## config.mk

```make
export PLATFORM = sky130hd
export DESIGN_NAME = fdl_ctrl
export DESIGN_NICKNAME = d
export VERILOG_FILES = /design/src/design/fdl_pkg.sv /design/src/design/fdl_ctrl.sv
export SDC_FILE = /design/constraint.sdc
export NUM_CORES = 1
export LEC_CHECK = 0
export ABC_AREA = 1
export BUFFER_PORTS_ARGS = -buffer_cell sky130_fd_sc_hd__clkbuf_2
export CORE_AREA = 4 4 41 43
export CTS_CLUSTER_SIZE = 20
export DETAILED_ROUTE_END_ITERATION = 10
export DIE_AREA = 0 0 45 47
export PLACE_DENSITY_LB_ADDON = 0.25
export SLEW_MARGIN = 10
export SYNTH_ARGS = -nofsm -noshare
export SYNTH_HDL_FRONTEND = slang
export SYNTH_SLANG_ARGS = --single-unit
```

## constraint.sdc

```tcl
create_clock -name clock -period 1.2 [get_ports clock]
set_input_delay 0 -clock clock [delete_from_list [all_inputs] [get_ports clock]]
set_output_delay 0 -clock clock [all_outputs]
set_load 0.02 [all_outputs]
```

## src/design/fdl_pkg.sv

```systemverilog
// Shared types and constants for the fractional delay line.
`default_nettype none

package fdl_pkg;

   // Ring geometry
   localparam int DEPTH = 1024;
   localparam int IDX_W = $clog2(DEPTH);
   localparam int LEN_W = 11;
   localparam logic [LEN_W-1:0] LEN_RESET = LEN_W'(DEPTH);

   // Word fields
   localparam int SAMPLE_W = 16;
   localparam int FRAC_W = 16;
   localparam int POS_W = 11;
   localparam int WORD_W = 2 * SAMPLE_W;

   // Remainder unit: signed position sum, one quotient bit per step
   localparam int DIV_W = IDX_W + 2;
   localparam int DCNT_W = $clog2(DIV_W);

   // Request codes
   localparam logic REQ_SHIFT = 1'b0;
   localparam logic REQ_READ = 1'b1;

   typedef enum logic [3:0] {
      ST_CLEAR,
      ST_IDLE,
      ST_DIVIDE,
      ST_WRAP,
      ST_SHIFT_RD,
      ST_SHIFT_WR,
      ST_ADDR0,
      ST_ADDR1,
      ST_DATA1,
      ST_MUL_RE,
      ST_MUL_IM,
      ST_BLEND_IM,
      ST_DONE
   } state_type;

   // Controller to datapath
   typedef struct packed {
      logic clr_step;
      logic accept;
      logic div_step;
      logic wrap;
      logic rd_next;
      logic shift_wr;
      logic cap_a;
      logic cap_b;
      logic mul;
      logic mul_im;
      logic blend_re;
      logic blend_im;
      logic load_out;
   } cmd_type;

   // Datapath to controller
   typedef struct packed {
      logic clr_last;
      logic div_last;
      logic is_read;
   } status_type;

endpackage

`default_nettype wire

```

## src/design/fdl_ctrl.sv

```systemverilog
// Sequencing state machine for the fractional delay line.
`default_nettype none

module fdl_ctrl (
   input  wire logic               clock,
   input  wire logic               reset,
   input  wire logic               req_valid,
   output logic                    req_stall,
   output logic                    rsp_valid,
   input  wire logic               rsp_stall,
   input  wire fdl_pkg::status_type status,
   output fdl_pkg::cmd_type         cmd
);

   import fdl_pkg::*;

   state_type state_ff, state_in;
   logic      rsp_valid_ff, rsp_valid_in;
   logic      out_free;
   logic      accept;

   assign out_free = !rsp_valid_ff || !rsp_stall;
   assign req_stall = (state_ff != ST_IDLE);
   assign accept = req_valid && !req_stall;
   assign rsp_valid = rsp_valid_ff;

   // Next state
   always_comb begin
      state_in = state_ff;
      case (state_ff)
         ST_CLEAR: begin
            if (status.clr_last) state_in = ST_IDLE;
         end
         ST_IDLE: begin
            if (accept) state_in = ST_DIVIDE;
         end
         ST_DIVIDE: begin
            if (status.div_last) state_in = ST_WRAP;
         end
         ST_WRAP: begin
            state_in = status.is_read ? ST_ADDR0 : ST_SHIFT_RD;
         end
         ST_SHIFT_RD: state_in = ST_SHIFT_WR;
         ST_SHIFT_WR: state_in = ST_DONE;
         ST_ADDR0:    state_in = ST_ADDR1;
         ST_ADDR1:    state_in = ST_DATA1;
         ST_DATA1:    state_in = ST_MUL_RE;
         ST_MUL_RE:   state_in = ST_MUL_IM;
         ST_MUL_IM:   state_in = ST_BLEND_IM;
         ST_BLEND_IM: state_in = ST_DONE;
         ST_DONE: begin
            if (out_free) state_in = ST_IDLE;
         end
         default: state_in = ST_IDLE;
      endcase
   end

   // Datapath commands
   always_comb begin
      cmd = '0;
      case (state_ff)
         ST_CLEAR:    cmd.clr_step = 1'b1;
         ST_IDLE:     cmd.accept = accept;
         ST_DIVIDE:   cmd.div_step = 1'b1;
         ST_WRAP:     cmd.wrap = 1'b1;
         ST_SHIFT_WR: cmd.shift_wr = 1'b1;
         ST_ADDR1: begin
            cmd.rd_next = 1'b1;
            cmd.cap_a = 1'b1;
         end
         ST_DATA1:    cmd.cap_b = 1'b1;
         ST_MUL_RE:   cmd.mul = 1'b1;
         ST_MUL_IM: begin
            cmd.mul = 1'b1;
            cmd.mul_im = 1'b1;
            cmd.blend_re = 1'b1;
         end
         ST_BLEND_IM: cmd.blend_im = 1'b1;
         ST_DONE:     cmd.load_out = out_free;
         default:     cmd = '0;
      endcase
   end

   // Hold the result word until the consumer takes it
   assign rsp_valid_in = cmd.load_out || (rsp_valid_ff && rsp_stall);

   always_ff @(posedge clock) begin
      if (reset) begin
         state_ff <= ST_CLEAR;
         rsp_valid_ff <= 1'b0;
      end else begin
         state_ff <= state_in;
         rsp_valid_ff <= rsp_valid_in;
      end
   end

endmodule

`default_nettype wire

```

[Word-level counts from Yosys, hierarchy flattened]
Index checks and enable logic that the tools add are counted.
W data, S select, Z words.
Operators by class
  reductions and logical operators: 11
  equal/unequal tests: 17
  mux-type cells: 17
Operator list (number)
  $pmux W4 S12: 1
  $eq A4 B4 Y1 const B: 5
  $eq A4 B3 Y1 const B: 4
  $mux W4: 4
  $mux W1: 10
  $eq A4 B2 Y1 const B: 2
  $ne A2 B2 Y1 const B: 4
  $eq A4 B1 Y1 const B: 1
  $logic_not A4 Y1: 1
  $mux W2: 2
  $ne A4 B1 Y1 const B: 1
  $reduce_and A4 Y1: 1
  $reduce_or A2 Y1: 2
  $logic_not A1 Y1: 3
  $logic_and A1 B1 Y1: 2
  $logic_or A1 B1 Y1: 2
Word-level totals
  word-level logic and storage cells: 47
  output and inout bits: 15
  flip-flop bits (word level): 5
  input port bits: 7

[Depth between registers and ports, before layout]
Gate-level depths: netlist of run 1.
  depth in word-level cells: 5
  depth in mapped cells: 8
  gate-level depth less buffers: 8

[Worst setup path after synthesis of run 1]
OpenSTA, ideal clock, no wires.
  kind: register to output
  from: register state_ff[2]
  to: output cmd[8] in the netlist's numbering
  setup slack: 0.036 ns
  stages on the path, launching flop included: 6
  buffers on the path: 1
  arrival time: 1.164 ns
  data required time: 1.200 ns
  path through: dfxtp_1 inv_1 nor2_1 inv_1 nor2_1 buf_4
RTL lines
  start, declared: RTL line fdl_ctrl.sv:17  | state_type state_ff, state_in;
  start signal, assigned: RTL line fdl_ctrl.sv:92  | state_ff <= state_in;
  end, declared: RTL line fdl_ctrl.sv:12  | output fdl_pkg::cmd_type cmd

==> results.md, run 1 <==
- Die X: 45 um
- Pint: 599 uW
- Initial antenna violation count: 0
- Crit path DAT: 1160 ps
- Crit end category: output pin
- Crit-path most repeated cell: nor2_2
- Starting Density: 28.4%
- Yosys synthesis warning count: 0
- CTS buffer count: 3
- Rows: 13
- Max FO, Critical Path: 5
- ANT cells: 0
- Root Buffer: clkbuf_4
- DRT met1 WL: 431 um
- Placed inst area: 485 um2
- Hold_ws: 24.7 ps
- Comb power frac: 56.5%
- Sw Share: 48.6%
- Gr ovfl total: 0
- Die area: 0.00212 mm2
- CTS Buffer Depth: 2
- Area Growth Syn to Fin: 65.1%
- Met3 Wirelength: 89 um
- HP Class: input port to register
- Bufs and invs on worst path: 3
- Launch point of the worst reg-to-reg path: state_ff[2]
- Leakage: 0.330 nW
- Yosys top cell area share: 27.1%
- Global-route wire length before repair: 1670 um
- Vias in the first global route: 422
- Synth area leaders: dfxtp_1, nor2_1, nand2_1, inv_1, a21oi_1
- Uppermost layer routed: met4
- Worst slack at placement: 26.5 ps
- DP HPWL: 809 um
- Syn Area/Cell: 5.51 um2
- Met2 Wirelength: 473 um
- Clk pin slew, worst setup/hold paths: 40 ps
- Fin nets: 101
- Worst-path cell chain: inv_1, nor2_2, inv_2, nor2_2, buf_6
- Sequential share of power: 27.1%
- Largest net degree at the start of global routing: 8
- Slew HR: 89.3%
- Core area: 0.00130 mm2
- Worst-Skew Late Latency: 240 ps
- Least-Margin Pin Slew: 160 ps
- Final Cell Area: 609 um2
- Final cycle utilization of the critical path: 96.5%
- WS Path Type: register to output pin
- CP startpoint: state_ff[2]
- # DRC: 0
- Seq/Total Area, Yosys: 27.1%
- Distinct cells, synth: 12
- Cell taking the most area after synthesis: dfxtp_1
- 1st-iter DRT viols: 1
- Worst min-delay path startpoint: rsp_stall
- CTS tree: yes
- Syn nets: 74
- F_max: 0.863 GHz
- Setup crit start kind: register
- Synth Register Bits: 5
- Mapped Area: 369 um2
- Drt total wl: 1010 um
- PwrDens: 1910 mW/mm2
- Worst VDD drop: 1160 uV
- Worst path max stage delay: 370 ps
- Final worst slack: 41.4 ps
- Vias: 476
- Final Max Slew Viols: 0
- Sw Pwr: 566 uW
- Crit path time final: 1160 ps
- Status: completed
- RSZ-0062 raised after global routing: yes
- Pre-antenna DRT Iters: 4
- Critical path's slowest cell: dfxtp_4
- Final Hold Viols: 0
- Setup Skew: 0.623 ps
- H-tree depth: 1
- Antenna viol nets, final: 0
- Io pins: 22
- Sink Count: 5
- Die Ht: 47 um
- Family with the most delay on the worst path: flip-flops
- GR Util All Layers: 10.9%
- Max-Cap Viols: 0
- WL/cell: 9.33 um
- Buffers on Ports: 21
- Setup Viol. Count Final: 0
- Via/cell ratio: 4.41
- GP Congestion: 0.760
- Post-synthesis cell count: 67
- Part of the power in the clock network: 16.5%
- Critical path required time: 1200 ps
- Layout cells sized above 1: 47.3%
sequential cells by signal, summed over array words and instances (netlist names):
name / flops
rsp_valid: 1
state_ff: 4
worst register-to-register path, stage by stage (launching register included):
cell	delay, ps
dfxtp_4	360
nand2_1	110
inv_2	60
nand3_2	80
nand2_1	60
nor2_2	120
nand2_1	60
nand2_1	50
nor2_1	30
metrics by stage:
step / power (mW) / cells / setup TNS, ps / util, %
floorplan: 0.687 / 67 / 0 / -
global placement: 0.867 / 102 / 0 / 37.3
detailed placement: 0.855 / 102 / 0 / 37.3
CTS: 1.09 / 107 / -2.50 / 41.4
global route: 1.28 / 108 / -121 / 46.8
finish: 1.16 / 108 / 0 / 46.8
layer usage:
metal  vias up  GRT usage [%]
met3         2           2.30
met2        19           18.9
met4         0           7.02
li1        255              -
met1       200           12.1
met5         -              0
synth_stat cells:
| master | number |
|---|---|
| nand2_1 | 15 |
| inv_1 | 14 |
| nand3_1 | 4 |
| o211ai_1 | 1 |
| o21ai_0 | 1 |
| dfxtp_1 | 5 |
| a31oi_1 | 1 |
| nor2_2 | 2 |
| nand3_2 | 1 |
| nor2_1 | 17 |
| buf_4 | 2 |
| a21oi_1 | 4 |
power groups by stage:
stage          registers (mW)  clock network [mW]  logic [mW]
5_1_grt                 0.322               0.220       0.741
2_1_floorplan           0.253                   0       0.434
6_report                0.315               0.192       0.658
4_1_cts                 0.282               0.202       0.606
3_5_place_dp            0.267                   0       0.588
3_3_place_gp            0.268                   0       0.599
final cells by class:
| type | count | area, um2 |
|---|---|---|
| fillers | 145 | 692 |
| clock buffers | 4 | 26.3 |
| well taps | 15 | 18.8 |
| multi-input cells | 46 | 235 |
| inverters | 14 | 52.6 |
| repair buffers | 24 | 161 |
| flip-flops and latches | 5 | 115 |
layout by cell type, fill, tap and decap left out, drive strengths merged:
master        n
inv          14
o21ai         1
nand2        15
a21oi         4
a31oi         1
buf          11
nand3         5
nor2         19
dfxtp         5
clkbuf       16
dlygate4sd3   1
o211ai        1
final timing paths:
| kind | endpoint | slack, ps | cells after the start |
|---|---|---|---|
| setup / recovery | cmd[6] | 40 | 5 |
| hold reg to reg | rsp_valid | 500 | 2 |
| hold / removal | rsp_valid | 20 | 3 |
| setup reg to reg | state_ff[0] | 160 | 8 |
timing repair:
item	in CTS	in global routing
hold endpoints to repair	4	0
pin swaps	0	1
hold buffers	1	0
gates resized for setup	9	32
buffers inserted	0	1
setup endpoints to repair	12	13
cells by family after synthesis:
kind of cell,after synthesis,synth area share [%]
flip-flops,5,27.1
AND/OR/NAND/NOR,39,44.1
buffers and inverters,16,18.3
AO/OA/AOI/OAI,7,10.5
(Power assumes the default switching activity.)
==> run 2: changes to the inputs <==
==> constraint.sdc (replaced) <==
create_clock -name clock -period 1.2 [get_ports clock]
set_input_delay 0 -clock clock [delete_from_list [all_inputs] [get_ports clock]]
set_output_delay 0 -clock clock [all_outputs]
set_load 0.01 [all_outputs]
==> run 2 against run 1 <==
Utilization decreased by 3.5 points. Setup slack gained 18 ps. First-iteration DRC count rose to 4.0 times the previous value. Via count fell by 1.1%. Critical path type unchanged.
==> results.md, run 2 (synthesis results as in run 1) <==
- Worst min-delay path startpoint: rsp_stall
- Setup Total Neg Slack: 0 ps
- Sink Count: 5
- Via/cell ratio: 4.36
- Max FO, Critical Path: 4
- Pre-antenna DRT Iters: 2
- Starting Density: 28.4%
- Io pins: 22
- Least-Margin Pin Slew: 211 ps
- PwrDens: 1870 mW/mm2
- CTS buffer count: 3
- CTS tree: yes
- Layout cells sized above 1: 44.1%
- F_max: 0.876 GHz
- Largest reg by FF count: state_ff
- Final Max Slew Viols: 0
- Met3 Wirelength: 92 um
- Setup Viol. Count Final: 0
- Die X: 45 um
- DRT met1 WL: 418 um
- Worst VDD drop: 1060 uV
- Vias: 471
- Worst Hold End: rsp_valid
- RSZ-0062 raised after global routing: yes
- Bufs and invs on worst path: 2
- Hold Crit Depth: 3
- Antenna viol nets, final: 0
- Fin nets: 101
- Worst-Skew Late Latency: 240 ps
- # DRC: 0
- Root Buffer: clkbuf_4
- Reg-to-reg slack, setup: 140 ps
- Worst-path cell chain: nand2_1, inv_2, nand2_1, nor2_1, clkbuf_2
- Hold_ws: 24.6 ps
- H-tree depth: 1
- Setup Skew: 1.01 ps
- Critical path required time: 1200 ps
- WS Path Type: register to output pin
- Drt total wl: 1010 um
- Worst path max stage delay: 400 ps
- Uppermost layer routed: met4
- Final Hold Viols: 0
- HP Class: input port to register
- Rows: 13
- Die Ht: 47 um
- Global-route wire length before repair: 1640 um
- Pwr Total: 1.06 mW
- Core area: 0.00130 mm2
- Reg2Reg Depth: 7
- Largest net degree at the start of global routing: 8
- Crit-path most repeated cell: nand2_1
- Crit path DAT: 1140 ps
- CTS Buffer Depth: 2
- Critical path's slowest cell: dfxtp_2
- Status: completed
- Commonest non-fill, non-tap cell in the layout: clkbuf_2
- DP HPWL: 809 um
- Area Growth Syn to Fin: 52.9%
- GP Congestion: 0.760
- Slew HR: 85.9%
- Most frequent cells in the layout: clkbuf_2, nand2_1, inv_1, nor2_1, nor2_2
- Buffers on Ports: 21
- Crit path time final: 1140 ps
- ANT cells: 0
- Family with the most delay on the worst path: flip-flops
- Fill cells: 153
- Vias in the first global route: 422
- Reg2reg end: state_ff[0]
- Final cycle utilization of the critical path: 95.1%
- Initial antenna violation count: 0
- Gr ovfl total: 0
- Clk pin slew, worst setup/hold paths: 40 ps
- WL/cell: 9.31 um
- Max-Cap Viols: 0
- 1st-iter DRT viols: 4
- Crit end category: output pin
- Die area: 0.00212 mm2
- Met2 Wirelength: 480 um
- GR Util All Layers: 10.6%
- Launch point of the worst reg-to-reg path: state_ff[3]
- Max reg flops: 4
- Leakage: 0.322 nW
- Setup crit start kind: register
-- run 2: power breakdown --
group	total, mW	internal (mW)	switching, mW	leakage [nW]
logic	0.563	0.220	0.343	0.264
registers	0.302	0.226	0.0766	0.0430
clock network	0.191	0.125	0.0655	0.0150
total	1.06	0.572	0.485	0.322
-- run 2: tightest hold or removal path, cell delays in order --
cell,delay (ps)
clkbuf_2,80
nand2_1,60
a21oi_1,70
-- run 2: layout make-up --
class	instances	area [um2]	area share [%]
multi-input cells	46	226	40.1
repair buffers	24	130	23.1
flip-flops and latches	5	110	19.5
inverters	14	52.6	9.31
clock buffers	4	26.3	4.66
well taps	15	18.8	3.33
-- run 2: through the flow --
stage | instance area, um2 | worst slack (ps) | util [%] | std cells
after detailed placement | 485 | 26.5 | 37.3 | 102
after global routing | 564 | -66.3 | 43.4 | 108
final | 564 | 59.1 | 43.4 | 108
after floorplan | 369 | 202 | - | 67
after CTS | 532 | 17.9 | 40.9 | 107
after global placement | 485 | 23.6 | 37.3 | 102
-- run 2: layer usage --
metal | GRT usage [%] | vias to the layer above
met4 | 7.02 | 0
met2 | 17.8 | 19
met3 | 2.30 | 2
met5 | 0 | -
met1 | 12.1 | 199
li1 | - | 251
-- run 2: worst max-delay path by stage --
stage	startpoint	to	slack [ps]	cells past startpoint
2_1_floorplan	state_ff[0]	state_ff[0]	200	7
3_3_place_gp	state_ff[0]	state_ff[0]	20	6
3_5_place_dp	state_ff[0]	state_ff[0]	30	6
4_1_cts	state_ff[3]	cmd[0]	20	5
5_1_grt	state_ff[0]	cmd[0]	-70	4
6_report	state_ff[3]	cmd[0]	60	5
-- run 2: what timing repair did --
| item | 4_1_cts | 5_1_grt |
|---|---|---|
| buffers inserted | 0 | 1 |
| gates resized for setup | 5 | 13 |
| setup endpoints to repair | 7 | 11 |
| hold buffers | 1 | 0 |
| hold endpoints to repair | 4 | 0 |
| pin swaps | 0 | 2 |
==> run 3: changes to the inputs <==
- CORE_AREA: 4 4 41 43 -> 2 2 39 41
- DIE_AREA: 0 0 45 47 -> 0 0 41 43
- clock period: 1.2 -> 1.1 ns (I/O delays scaled with it)
==> run 3 against run 2 <==
The run now ends with setup timing left. Global-route usage increased by 2.2 points. Sequential share of layout area shrank 2.8 points. Register-to-register slack lost 120 ps. Wire length increased by 1.3%. Count of clock-buffer cells in the layout unchanged. Flip-flop and latch count stayed put. Sequential power is 12% higher. Setup slack worse by 95 ps. Non-clock buffer count up 6. Largest power group unchanged. Highest routed layer unchanged.
==> results.md, run 3 (synthesis results as in run 1) <==
- Family with the most delay on the worst path: flip-flops
- Bufs and invs on worst path: 4
- Post-route insts no fill: 115
- Antenna viol nets, final: 0
- Area of the multi-input gates: 269 um2
- Failing checks: setup timing
- Starting Density: 26.7%
- CTS buffer count: 3
- Final Cell Area: 674 um2
- ANT cells: 0
- Area Growth Syn to Fin: 82.7%
- Gr ovfl total: 0
- Pint: 741 uW
- WS Path Type: register to output pin
- Die Ht: 43 um
- # DRC: 0
- Worst VDD drop: 917 uV
- Worst slack at placement: -46.7 ps
- Die X: 41 um
- Sw Share: 46.0%
- Worst-path cell chain: inv_2, nor2_2, buf_4, inv_4, a21oi_2, buf_2
- Critical path required time: 1100 ps
- WL/cell: 8.85 um
- Final Hold Viols: 0
- H-tree depth: 1
- Pre-antenna DRT Iters: 4
- Root Buffer: clkbuf_4
- Setup Total Neg Slack: -63.5 ps
- CTS Buffer Depth: 2
- Setup Skew: 1.18 ps
- Sequential share of power: 24.6%
- Fin nets: 107
- Crit path time final: 1140 ps
- Slew HR: 85.3%
- Clk pin slew, worst setup/hold paths: 40 ps
- Fill cells: 163
- Most frequent cells in the layout: clkbuf_2, nor2_1, inv_1
- Max reg flops: 4
- Status: finished with violations
- Global-route wire length before repair: 1510 um
- Worst path max stage delay: 370 ps
- PwrDens: 2040 mW/mm2
- Crit path DAT: 1140 ps
- GR Util All Layers: 12.8%
- Io pins: 22
- Leakage: 0.366 nW
- 1st-iter DRT viols: 6
- Core area: 0.00138 mm2
- Setup Viol. Count Final: 4
- Max-Cap Viols: 0
- Critical path's slowest cell: dfxtp_4
- Rows: 14
- Worst-Skew Late Latency: 240 ps
- Sw Pwr: 631 uW
- Crit end category: output pin
- Layout cells sized above 1: 58.6%
- Comb power frac: 60.1%
- HP Class: input port to register
- Max FO, Critical Path: 4
- Vias in the first global route: 432
- Vias: 498
- Drt total wl: 1020 um
- Largest net degree at the start of global routing: 7
- Final cycle utilization of the critical path: 103%
- CTS tree: yes
- Commonest non-fill, non-tap cell in the layout: clkbuf_2
- Least-Margin Pin Slew: 220 ps
- DP HPWL: 756 um
- Buffers on Ports: 21
- Via/cell ratio: 4.33
- F_max: 0.881 GHz
- Cell total after placement: 107
- Flip-flop and latch area: 113 um2
- Setup crit start kind: register
- Initial antenna violation count: 0
- Final Max Slew Viols: 0
- Placed inst area: 517 um2
- Largest reg by FF count: state_ff
- GP Congestion: 0.824
- Die area: 0.00176 mm2
- Part of the power in the clock network: 15.3%
- RSZ-0062 raised after global routing: yes
- Final worst slack: -35.5 ps
- Hold_ws: 13.2 ps
- Sink Count: 5
## run 3: layout make-up
type / count / area share [%]
clock buffer: 4 / 3.90
inverter: 14 / 8.16
multi-input combinational: 46 / 39.9
sequential: 5 / 16.7
tap: 16 / 2.97
timing repair buffer: 30 / 28.4
## run 3: timing repair
item	4_1_cts	5_1_grt
setup buffers	3	0
hold buffers	1	0
resized for setup	18	24
pin swaps	4	6
endpoints found under the hold margin	4	0
endpoints found under the setup margin	16	15
## run 3: final timing paths
kind / from / endpoint / slack, ps / cells after the start
worst max-delay path: state_ff[1] / cmd[4] / -40 / 6
worst min register to register: rsp_valid / rsp_valid / 490 / 2
worst min-delay path: rsp_stall / rsp_valid / 10 / 3
worst max register to register: state_ff[1] / state_ff[0] / 20 / 9
## run 3: metrics by stage
stage	total power, mW	utilization, %
finish	1.37	48.7
global route	1.49	48.7
detailed placement	0.903	37.3
CTS	1.26	44.5
floorplan	0.678	-
global placement	0.903	37.3
## run 3: power by group through the flow
| stage | Clock (mW) | Combinational, mW | Sequential (mW) |
|---|---|---|---|
| 6_report | 0.210 | 0.825 | 0.338 |
| 5_1_grt | 0.239 | 0.912 | 0.343 |
| 4_1_cts | 0.219 | 0.726 | 0.312 |
| 3_5_place_dp | 0 | 0.618 | 0.285 |
| 3_3_place_gp | 0 | 0.619 | 0.284 |
| 2_1_floorplan | 0 | 0.403 | 0.276 |
## run 3: worst register-to-register path, cell delays in order (launching register included)
cell and delay [ps]:
dfxtp_4 350, inv_2 60, nor2_2 30, buf_4 130, nand3_2 70, nand2_2 70, nor2_4 100, nand2_1 60
nand2_1 50, nor2_1 30
## run 3: routing by layer
| layer | global-route usage [%] | part of all wire, % | vias up |
|---|---|---|---|
| met5 | 0 | 0 | - |
| met4 | 8.00 | 1.6 | 0 |
| met3 | 3.14 | 5.9 | 4 |
| met2 | 20.6 | 52 | 19 |
| met1 | 13.9 | 41 | 210 |
| li1 | - | - | 265 |
